**config.mk**
```make
export PLATFORM = sky130hd
export DESIGN_NAME = page_bitmap_next_fit_allocator
export DESIGN_NICKNAME = d
export VERILOG_FILES = /design/src/hdl/pba_pkg.sv /design/src/hdl/page_bitmap_next_fit_allocator.sv
export SDC_FILE = /design/constraint.sdc
export NUM_CORES = 2
export LEC_CHECK = 0
export BUFFER_PORTS_ARGS = -buffer_cell sky130_fd_sc_hd__buf_2
export CELL_PAD_IN_SITES_DETAIL_PLACEMENT = 1
export CELL_PAD_IN_SITES_GLOBAL_PLACEMENT = 2
export CORE_UTILIZATION = 49
export DETAILED_ROUTE_END_ITERATION = 8
export PLACE_DENSITY = 0.91
export SYNTH_ARGS = -nofsm -noshare
export SYNTH_HDL_FRONTEND = slang
export SYNTH_SLANG_ARGS = --single-unit
export TNS_END_PERCENT = 1
```
**constraint.sdc**
```tcl
create_clock -name clock -period 40.9 [get_ports clock]
set_input_delay 10.225 -clock clock [delete_from_list [all_inputs] [get_ports clock]]
set_output_delay 10.225 -clock clock [all_outputs]
set_load 0.01 [all_outputs]
```
**src/hdl/pba_pkg.sv**
```systemverilog
// shared constants and transfer types for the page bitmap allocator
package pba_pkg;

   localparam int MAX_PAGES = 1024;
   localparam int WORD_BITS = 32;
   localparam int NUM_WORDS = (MAX_PAGES + WORD_BITS - 1) / WORD_BITS;
   localparam int PAGE_W    = $clog2(MAX_PAGES);
   localparam int POS_W     = PAGE_W + 1;
   localparam int WORD_AW   = $clog2(WORD_BITS);
   localparam int ADDR_W    = $clog2(NUM_WORDS);
   localparam int CHUNK     = 8;
   localparam int CHUNK_AW  = $clog2(CHUNK);

   localparam int COUNT_W   = 10;
   localparam int TOTAL_W   = 11;
   localparam int RESV_W    = 10;
   localparam int CSR_DATA_W = 11;
   localparam int CMP_W     = (POS_W > TOTAL_W ? POS_W : TOTAL_W) + 1;

   localparam logic OP_ALLOC   = 1'b0;
   localparam logic OP_RELEASE = 1'b1;

   localparam logic CSR_TOTAL_PAGES    = 1'b0;
   localparam logic CSR_RESERVED_PAGES = 1'b1;

   localparam logic [TOTAL_W-1:0] TOTAL_RESET    = TOTAL_W'(MAX_PAGES);
   localparam logic [RESV_W-1:0]  RESERVED_RESET = RESV_W'(1);

   typedef struct packed {
      logic               operation;
      logic [COUNT_W-1:0] page_count;
      logic [PAGE_W-1:0]  first_page;
   } req_type;

   typedef struct packed {
      logic [PAGE_W-1:0] granted_page;
      logic              success;
   } rsp_type;

endpackage

```
**src/hdl/page_bitmap_next_fit_allocator.sv**
```systemverilog
// page bitmap allocator with next-fit run search, top level
//
// channel   ports                              transfer when
// request   start, busy, req_data              start high and busy low
// response  rsp_strobe, rsp_data               rsp_strobe high (one cycle, no stall)
// config    csr_we, csr_index, csr_wdata       csr_we high
//
// one request at a time; busy stays high until its response is issued
// allocate: the scan unit checks 8 pages a cycle, with the next word prefetched so the
//   scan does not pause between words; two passes worst case, then each word touched by
//   the run is read, then written back to mark it
// release: read, then write back each word touched; zero page count answers next cycle
// reset clears per-word valid flags at once, no clearing pass; invalid words read as free
module page_bitmap_next_fit_allocator (
   input  logic                               clock,
   input  logic                               reset,
   input  logic                               start,
   output logic                               busy,
   input  pba_pkg::req_type                   req_data,
   output logic                               rsp_strobe,
   output pba_pkg::rsp_type                   rsp_data,
   input  logic                               csr_we,
   input  logic                               csr_index,
   input  logic [pba_pkg::CSR_DATA_W-1:0]     csr_wdata
);

   localparam logic [2:0] ST_IDLE = 3'd0;
   localparam logic [2:0] ST_RD   = 3'd1;
   localparam logic [2:0] ST_SCAN = 3'd2;
   localparam logic [2:0] ST_MRD  = 3'd3;
   localparam logic [2:0] ST_MWR  = 3'd4;

   localparam int PW  = pba_pkg::PAGE_W;
   localparam int QW  = pba_pkg::POS_W;
   localparam int AW  = pba_pkg::ADDR_W;
   localparam int WAW = pba_pkg::WORD_AW;
   localparam int CW  = pba_pkg::CMP_W;
   localparam int NW  = pba_pkg::COUNT_W;
   localparam int WB  = pba_pkg::WORD_BITS;

   // control state
   logic [2:0]                        state_ff, state_in;
   logic                              rsp_strobe_ff, rsp_strobe_in;
   logic [pba_pkg::NUM_WORDS-1:0]     valid_ff;
   logic [pba_pkg::TOTAL_W-1:0]       total_ff;
   logic [pba_pkg::RESV_W-1:0]        reserved_ff;
   logic [PW-1:0]                     scan_ff, scan_in;

   // search and update working registers
   logic [QW-1:0]                     pos_ff, pos_in;
   logic [NW-1:0]                     len_ff, len_in;
   logic [PW-1:0]                     start_ff, start_in;
   logic                              pass_ff, pass_in;
   logic [QW-1:0]                     lo_ff, lo_in;
   logic [QW-1:0]                     hi_ff, hi_in;
   logic [NW-1:0]                     n_ff, n_in;
   logic [PW-1:0]                     mlo_ff, mlo_in;
   logic [QW:0]                       mhi_ff, mhi_in;
   logic [AW-1:0]                     wword_ff, wword_in;
   logic [AW-1:0]                     wlast_ff, wlast_in;
   logic                              wset_ff, wset_in;
   pba_pkg::rsp_type                  rsp_data_ff, rsp_data_in;

   // bitmap memory
   logic [WB-1:0]                     mem [pba_pkg::NUM_WORDS];
   logic [WB-1:0]                     rd_data_ff;
   logic                              rd_valid_ff;
   logic                              rd_en;
   logic [AW-1:0]                     rd_addr;
   logic                              wr_en;
   logic [WB-1:0]                     wr_data;
   logic [WB-1:0]                     cur_word;
   logic [WB-1:0]                     range_mask;

   // effective totals
   logic [pba_pkg::TOTAL_W-1:0]       tot_eff;
   logic [CW-1:0]                     tot_c;

   // chunk scan unit results
   logic [NW-1:0]                     c_len;
   logic [PW-1:0]                     c_start;
   logic                              c_found;
   logic [CW-1:0]                     c_page;
   logic                              c_busy;
   logic [WAW-1:0]                    c_bit;
   logic [CW-1:0]                     chunk_end;
   logic                              chunk_last;

   // helper sums
   logic [QW:0]                       run_end;
   logic [QW:0]                       run_last;
   logic [QW:0]                       rel_end;
   logic [QW:0]                       rel_last;
   logic [CW-1:0]                     mpage;

   assign busy       = (state_ff != ST_IDLE);
   assign rsp_strobe = rsp_strobe_ff;
   assign rsp_data   = rsp_data_ff;

   assign tot_eff = (total_ff > pba_pkg::TOTAL_W'(pba_pkg::MAX_PAGES)) ?
                    pba_pkg::TOTAL_W'(pba_pkg::MAX_PAGES) : total_ff;
   assign tot_c   = CW'(tot_eff);

   // a word never written since reset reads as all free
   assign cur_word = rd_valid_ff ? rd_data_ff : '0;

   // scan unit: CHUNK pages per cycle, next-fit run counting
   always_comb begin
      c_len   = len_ff;
      c_start = start_ff;
      c_found = 1'b0;
      c_page  = '0;
      c_busy  = 1'b0;
      c_bit   = '0;
      for (int k = 0; k < pba_pkg::CHUNK; k++) begin
         c_page = CW'(pos_ff) + CW'(k);
         c_bit  = pos_ff[WAW-1:0] + WAW'(k);
         c_busy = (c_page == '0) || (c_page < CW'(reserved_ff)) || (c_page >= tot_c) ||
                  (c_page < CW'(lo_ff)) || (c_page >= CW'(hi_ff)) || cur_word[c_bit];
         if (!c_found) begin
            if (c_busy) begin
               c_len = '0;
            end else begin
               if (c_len == '0) begin
                  c_start = c_page[PW-1:0];
               end
               c_len = c_len + NW'(1);
               if (c_len == n_ff) begin
                  c_found = 1'b1;
               end
            end
         end
      end
   end

   assign chunk_end  = CW'(pos_ff) + CW'(pba_pkg::CHUNK);
   assign chunk_last = &pos_ff[WAW-1:pba_pkg::CHUNK_AW];

   // run bounds for marking an allocation or clearing a release
   assign run_end  = (QW+1)'(c_start) + (QW+1)'(n_ff);
   assign run_last = run_end - (QW+1)'(1);
   assign rel_end  = (QW+1)'(req_data.first_page) + (QW+1)'(req_data.page_count);
   assign rel_last = rel_end - (QW+1)'(1);

   // pages of the current word that fall inside [mlo, mhi)
   always_comb begin
      range_mask = '0;
      mpage      = '0;
      for (int i = 0; i < WB; i++) begin
         mpage = CW'({wword_ff, WAW'(i)});
         range_mask[i] = (mpage >= CW'(mlo_ff)) && (mpage < CW'(mhi_ff));
      end
   end

   assign wr_data = wset_ff ? (cur_word | range_mask) : (cur_word & ~range_mask);

   // sequencer
   always_comb begin
      state_in      = state_ff;
      rsp_strobe_in = 1'b0;
      scan_in       = scan_ff;
      pos_in        = pos_ff;
      len_in        = len_ff;
      start_in      = start_ff;
      pass_in       = pass_ff;
      lo_in         = lo_ff;
      hi_in         = hi_ff;
      n_in          = n_ff;
      mlo_in        = mlo_ff;
      mhi_in        = mhi_ff;
      wword_in      = wword_ff;
      wlast_in      = wlast_ff;
      wset_in       = wset_ff;
      rsp_data_in   = rsp_data_ff;
      rd_en         = 1'b0;
      rd_addr       = pos_ff[PW-1:WAW];
      wr_en         = 1'b0;
      case (state_ff)
         ST_IDLE: begin
            if (start) begin
               n_in   = req_data.page_count;
               len_in = '0;
               if (req_data.page_count == '0) begin
                  // nothing to do, both operations report failure
                  rsp_data_in.granted_page = '0;
                  rsp_data_in.success      = 1'b0;
                  rsp_strobe_in            = 1'b1;
               end else if (req_data.operation == pba_pkg::OP_RELEASE) begin
                  mlo_in   = req_data.first_page;
                  mhi_in   = rel_end;
                  wword_in = req_data.first_page[PW-1:WAW];
                  // pages past the top are dropped
                  wlast_in = (rel_last >= (QW+1)'(pba_pkg::MAX_PAGES)) ?
                             '1 : rel_last[PW-1:WAW];
                  wset_in  = 1'b0;
                  rsp_data_in.granted_page = '0;
                  rsp_data_in.success      = 1'b1;
                  state_in = ST_MRD;
               end else if (CW'(scan_ff) < tot_c) begin
                  // first pass from scan position to the top
                  pass_in  = 1'b0;
                  lo_in    = QW'(scan_ff);
                  hi_in    = QW'(tot_eff);
                  pos_in   = QW'({scan_ff[PW-1:pba_pkg::CHUNK_AW],
                                  pba_pkg::CHUNK_AW'(0)});
                  state_in = ST_RD;
               end else begin
                  // scan position at or past the top: only the wrap pass
                  pass_in  = 1'b1;
                  lo_in    = '0;
                  hi_in    = QW'(tot_eff);
                  pos_in   = '0;
                  state_in = ST_RD;
               end
            end
         end
         ST_RD: begin
            rd_en    = 1'b1;
            rd_addr  = pos_ff[PW-1:WAW];
            state_in = ST_SCAN;
         end
         ST_SCAN: begin
            if (c_found) begin
               rsp_data_in.granted_page = c_start;
               rsp_data_in.success      = 1'b1;
               mlo_in   = c_start;
               mhi_in   = run_end;
               wword_in = c_start[PW-1:WAW];
               wlast_in = run_last[PW-1:WAW];
               wset_in  = 1'b1;
               scan_in  = (run_end >= (QW+1)'(pba_pkg::MAX_PAGES)) ? '0 : run_end[PW-1:0];
               state_in = ST_MRD;
            end else if (chunk_end >= CW'(hi_ff)) begin
               if (!pass_ff && (scan_ff != '0)) begin
                  // wrap pass from page 0 up to the scan position
                  pass_in  = 1'b1;
                  lo_in    = '0;
                  hi_in    = QW'(scan_ff);
                  pos_in   = '0;
                  len_in   = '0;
                  state_in = ST_RD;
               end else begin
                  rsp_data_in.granted_page = '0;
                  rsp_data_in.success      = 1'b0;
                  rsp_strobe_in            = 1'b1;
                  state_in                 = ST_IDLE;
               end
            end else begin
               pos_in   = pos_ff + QW'(pba_pkg::CHUNK);
               len_in   = c_len;
               start_in = c_start;
               if (chunk_last) begin
                  // prefetch the next word so the scan keeps going
                  rd_en   = 1'b1;
                  rd_addr = pos_ff[PW-1:WAW] + AW'(1);
               end
            end
         end
         ST_MRD: begin
            rd_en    = 1'b1;
            rd_addr  = wword_ff;
            state_in = ST_MWR;
         end
         ST_MWR: begin
            wr_en = 1'b1;
            if (wword_ff == wlast_ff) begin
               rsp_strobe_in = 1'b1;
               state_in      = ST_IDLE;
            end else begin
               wword_in = wword_ff + AW'(1);
               state_in = ST_MRD;
            end
         end
         default: begin
            state_in = ST_IDLE;
         end
      endcase
   end

   // control registers and config
   always_ff @(posedge clock) begin
      if (reset) begin
         state_ff      <= ST_IDLE;
         rsp_strobe_ff <= 1'b0;
         valid_ff      <= '0;
         scan_ff       <= '0;
         total_ff      <= pba_pkg::TOTAL_RESET;
         reserved_ff   <= pba_pkg::RESERVED_RESET;
      end else begin
         state_ff      <= state_in;
         rsp_strobe_ff <= rsp_strobe_in;
         scan_ff       <= scan_in;
         if (wr_en) begin
            valid_ff[wword_ff] <= 1'b1;
         end
         if (csr_we) begin
            case (csr_index)
               pba_pkg::CSR_TOTAL_PAGES: begin
                  total_ff <= csr_wdata[pba_pkg::TOTAL_W-1:0];
               end
               pba_pkg::CSR_RESERVED_PAGES: begin
                  reserved_ff <= csr_wdata[pba_pkg::RESV_W-1:0];
               end
               default: begin
                  total_ff <= total_ff;
               end
            endcase
         end
      end
   end

   // working registers, no reset needed
   always_ff @(posedge clock) begin
      pos_ff      <= pos_in;
      len_ff      <= len_in;
      start_ff    <= start_in;
      pass_ff     <= pass_in;
      lo_ff       <= lo_in;
      hi_ff       <= hi_in;
      n_ff        <= n_in;
      mlo_ff      <= mlo_in;
      mhi_ff      <= mhi_in;
      wword_ff    <= wword_in;
      wlast_ff    <= wlast_in;
      wset_ff     <= wset_in;
      rsp_data_ff <= rsp_data_in;
   end

   // bitmap memory, one port used per cycle, registered read
   always_ff @(posedge clock) begin
      if (wr_en) begin
         mem[wword_ff] <= wr_data;
      end
      if (rd_en) begin
         rd_data_ff  <= mem[rd_addr];
         rd_valid_ff <= valid_ff[rd_addr];
      end
   end

endmodule
```
==> impl_metrics.env <==
export IMPL_grt_use_total_pct=33.1
export IMPL_drtIter0Drc=5000
export IMPL_whs_endpoint="reserved_ff[6]"
export IMPL_reg2reg_slack_ns=23.40
export IMPL_grt_pass1_wl_um=294000
export IMPL_dp_hpwl_um=126000
export IMPL_crit_top_cell="ha_1"
export IMPL_synth_yosys_seq_area_share_pct=61.7
export IMPL_peakVddDrop_uv=101
export IMPL_dp_cells=6101
export IMPL_cts_tree="built"
export IMPL_routed_wl_um=202000
export IMPL_multi_input_area_mm2=0.0214
export IMPL_hold_viol_final=0
export IMPL_cts_resized=0
export IMPL_clk_latency_ns=0.75
export IMPL_cts_max_level=3
export IMPL_timing_rr_end="rd_data_ff[21]"
export IMPL_grt_pass1_vias=43100
export IMPL_tritoncts_num_buffers=120
export IMPL_hp_start="reserved_ff[6]"
export IMPL_whs_path_depth=2
export IMPL_worst_slew_pin_slew_ns=1.36
export IMPL_pin_count=50
export IMPL_finalMaxSlewViolations=0
export IMPL_cts_root_buf="clkbuf_16"
export IMPL_ctsHoldBuffers=0
export IMPL_num_rows=126
export IMPL_worstPathMaxFanout=146
export IMPL_whs_ns=0.464
export IMPL_synth_cell_types=119
export IMPL_place_ws_ns=23.73
export IMPL_final_area_mm2=0.0650
export IMPL_wl_per_cell_um=32.0
export IMPL_overflow=0
export IMPL_finalPower_mw=5.44
export IMPL_postSynthAreaPerCell_um2=12.7
export IMPL_maxCapViolCount=0
export IMPL_syn_area_mm2=0.0587
export IMPL_fin_crit_sh_pct=42.8
export IMPL_final_cells=6322
export IMPL_synthFlopType="edfxtp_1"
export IMPL_synthArstFlopShare_pct=0
export IMPL_postCtsSetupBuffers=0
export IMPL_finalWorstSetupSlack_ns=23.40
export IMPL_ant_nets=0
export IMPL_syn_nets=4745
export IMPL_grt_max_degree=147
export IMPL_skew_ns=0.0484
export IMPL_first_pass_iters=5
export IMPL_post_route_min_period_ns=17.50
export IMPL_place_gp_congestion=0.948
export IMPL_synth_edf_count=1160
export IMPL_synth_seq_cells=1227
export IMPL_fmax_mhz=57.1
export IMPL_clk_path_buf_depth=3
export IMPL_port_buffer_count=49
export IMPL_fin_util_pct=54.9
export IMPL_status="finished clean"
export IMPL_cp_required_ns=41.49
export IMPL_rsz0062_at_grt="false"
export IMPL_seq_area_mm2=0.0362
export IMPL_startpoint_type="register"
export IMPL_critPathKind="reg -> reg"
export IMPL_synth_area_leader_cell="edfxtp_1"
export IMPL_max_stage_delay_ns=0.80
export IMPL_maxSlewHeadroom_pct=9.06
export IMPL_tns_ns=0
export IMPL_fill_cells=11700
export IMPL_synth_cells=4603
export IMPL_die_h_um=348
export IMPL_ys_warn_count=0
export IMPL_clk_pin_slew_ns=0.06
export IMPL_setup_viol=0
export IMPL_fin_nets=4765
export IMPL_die_x_um=348
export IMPL_placed_area_mm2=0.0610
export IMPL_leakage_nw=22.0
export IMPL_area_growth_pct=10.7
export IMPL_fp_coreArea_mm2=0.118
export IMPL_critPathArrivalTime_ns=18.09
export IMPL_slowest_stage="buf_4"
export IMPL_initial_core_util_pct=49.5
export IMPL_synth_area_leaders="edfxtp_1 (59%), mux4_2 (4.5%), nand2_1 (4.2%), mux2i_1 (2.3%), dfxtp_1 (2.3%)"
export IMPL_synth_top_area_share_pct=59.4
export IMPL_rr_worst_depth=55
export IMPL_worst_setup_path_end_kind="register"
export IMPL_vias=42100
export IMPL_powerDensity_mw_per_mm2=83.8
export IMPL_hold_class="reg -> reg"
export IMPL_drive_above_1_share_pct=13.3
export IMPL_clkSinkCount=1227
export IMPL_avgViaCountPerCell=6.65
export IMPL_r2r_start="total_ff[10]"
export IMPL_antenna_found_initial=3
export IMPL_dieArea_mm2=0.121
export IMPL_drc=0
how the worst max path moves through the flow:
stage / start / to / slack (ns) / depth (start not counted)
4_1_cts: total_ff[10] / rd_data_ff[21] / 23.60 / 55
3_3_place_gp: total_ff[10] / rd_data_ff[21] / 24.22 / 55
3_5_place_dp: total_ff[10] / rd_data_ff[6] / 23.73 / 55
6_report: total_ff[10] / rd_data_ff[21] / 23.40 / 55
5_1_grt: total_ff[10] / rd_data_ff[21] / 21.99 / 55
2_1_floorplan: total_ff[10] / scan_ff[5] / 26.56 / 71
power by group:
group	internal [mW]	total [mW]	switching [mW]
logic	0.738	2.46	1.73
clock network	0.621	1.11	0.490
registers	1.76	1.87	0.107
cell usage after synthesis (86+ instances only):
cell type	n
inv_1	113
edfxtp_1	1160
mux2i_1	135
ha_1	103
nor2_1	285
nand3_1	177
xnor2_1	105
mux4_2	116
nand2_1	656
clkbuf_1	132
buf_2	86
o21ai_0	131
a21oi_1	202
cell usage in the layout, fill, tap and decap left out, types with 19 or more instances in the layout:
master | Yosys | final
edfxtp_1 | 1160 | 1160
nand2_1 | 656 | 656
nor2_1 | 285 | 249
a21oi_1 | 202 | 200
nand3_1 | 177 | 177
mux2i_1 | 135 | 134
clkbuf_16 | 0 | 123
mux4_2 | 116 | 116
inv_1 | 113 | 112
o21ai_0 | 131 | 106
xnor2_1 | 105 | 105
ha_1 | 103 | 103
buf_4 | 14 | 102
dfxtp_1 | 67 | 67
nand4_1 | 65 | 65
nor3_1 | 67 | 65
a22oi_1 | 62 | 62
a31oi_1 | 58 | 58
and3_1 | 56 | 54
buf_2 | 86 | 49
xor2_1 | 38 | 38
a221oi_1 | 35 | 35
and2_1 | 34 | 33
a21o_1 | 33 | 33
nor2_4 | 0 | 33
nor4_1 | 30 | 30
a32oi_1 | 30 | 30
a211o_1 | 30 | 29
o22ai_1 | 29 | 29
clkbuf_1 | 132 | 29
or3_1 | 27 | 27
nand2b_1 | 27 | 25
o21ai_2 | 2 | 25
clkinv_1 | 2 | 22
a32o_1 | 22 | 22
nor2b_1 | 22 | 21
a211oi_1 | 21 | 20
or2_2 | 20 | 20
a2111oi_0 | 19 | 19
o311ai_0 | 19 | 19
routing by layer:
metal	share of wire, %	wire length (µm)	track usage (%)
met4	4.6	9320	14.0
met1	39	79600	44.4
met3	9.0	18200	5.67
met5	0.016	33	0
met2	47	95300	53.6
sequential cells by signal, summed over array words and instances (netlist names):
register and cells:
wset_ff 1, rsp_strobe 1, scan_ff 10, hi_ff 11, wword_ff 5, n_ff 10
mlo_ff 10, len_ff 10, total_ff 11, mem 1024, valid_ff 32, state_ff 3
pos_ff 8, mhi_ff 11, rd_data_ff 32, rsp_data 11, pass_ff 1, reserved_ff 10
rd_valid_ff 1, wlast_ff 5, start_ff 10, lo_ff 10
cell families after synthesis:
kind of cell / count (synthesis) / synth area share, %
buf+inv: 373 / 2.79
compound gates: 910 / 11.0
flops: 1227 / 61.7
mux: 267 / 7.12
simple gates: 1567 / 12.6
xor+xnor: 154 / 2.54
fa+ha+maj: 105 / 2.27
cell type report:
cell class              count  share of cell area [%]
repair buffers            154                    1.65
well taps                1600                    3.08
multi-input cells        3003                    32.9
flip-flops and latches   1227                    55.7
clock inverters            65                    1.05
inverters                 117                   0.676
clock buffers             155                    4.97
diodes                      1                 0.00385
worst max-delay path: cells and delay by family (launching register included):
family | cells | cell delay, ns
AOI/OAI and AO/OA | 17 | 6.28
and+or+nand+nor | 20 | 4.94
buffers and inverters | 7 | 2.32
adders and majority gates | 5 | 1.57
muxes | 3 | 0.94
xor gates and xnor gates | 3 | 0.63
DFF | 1 | 0.35
Note: power is estimated with default switching activity, not from simulation.
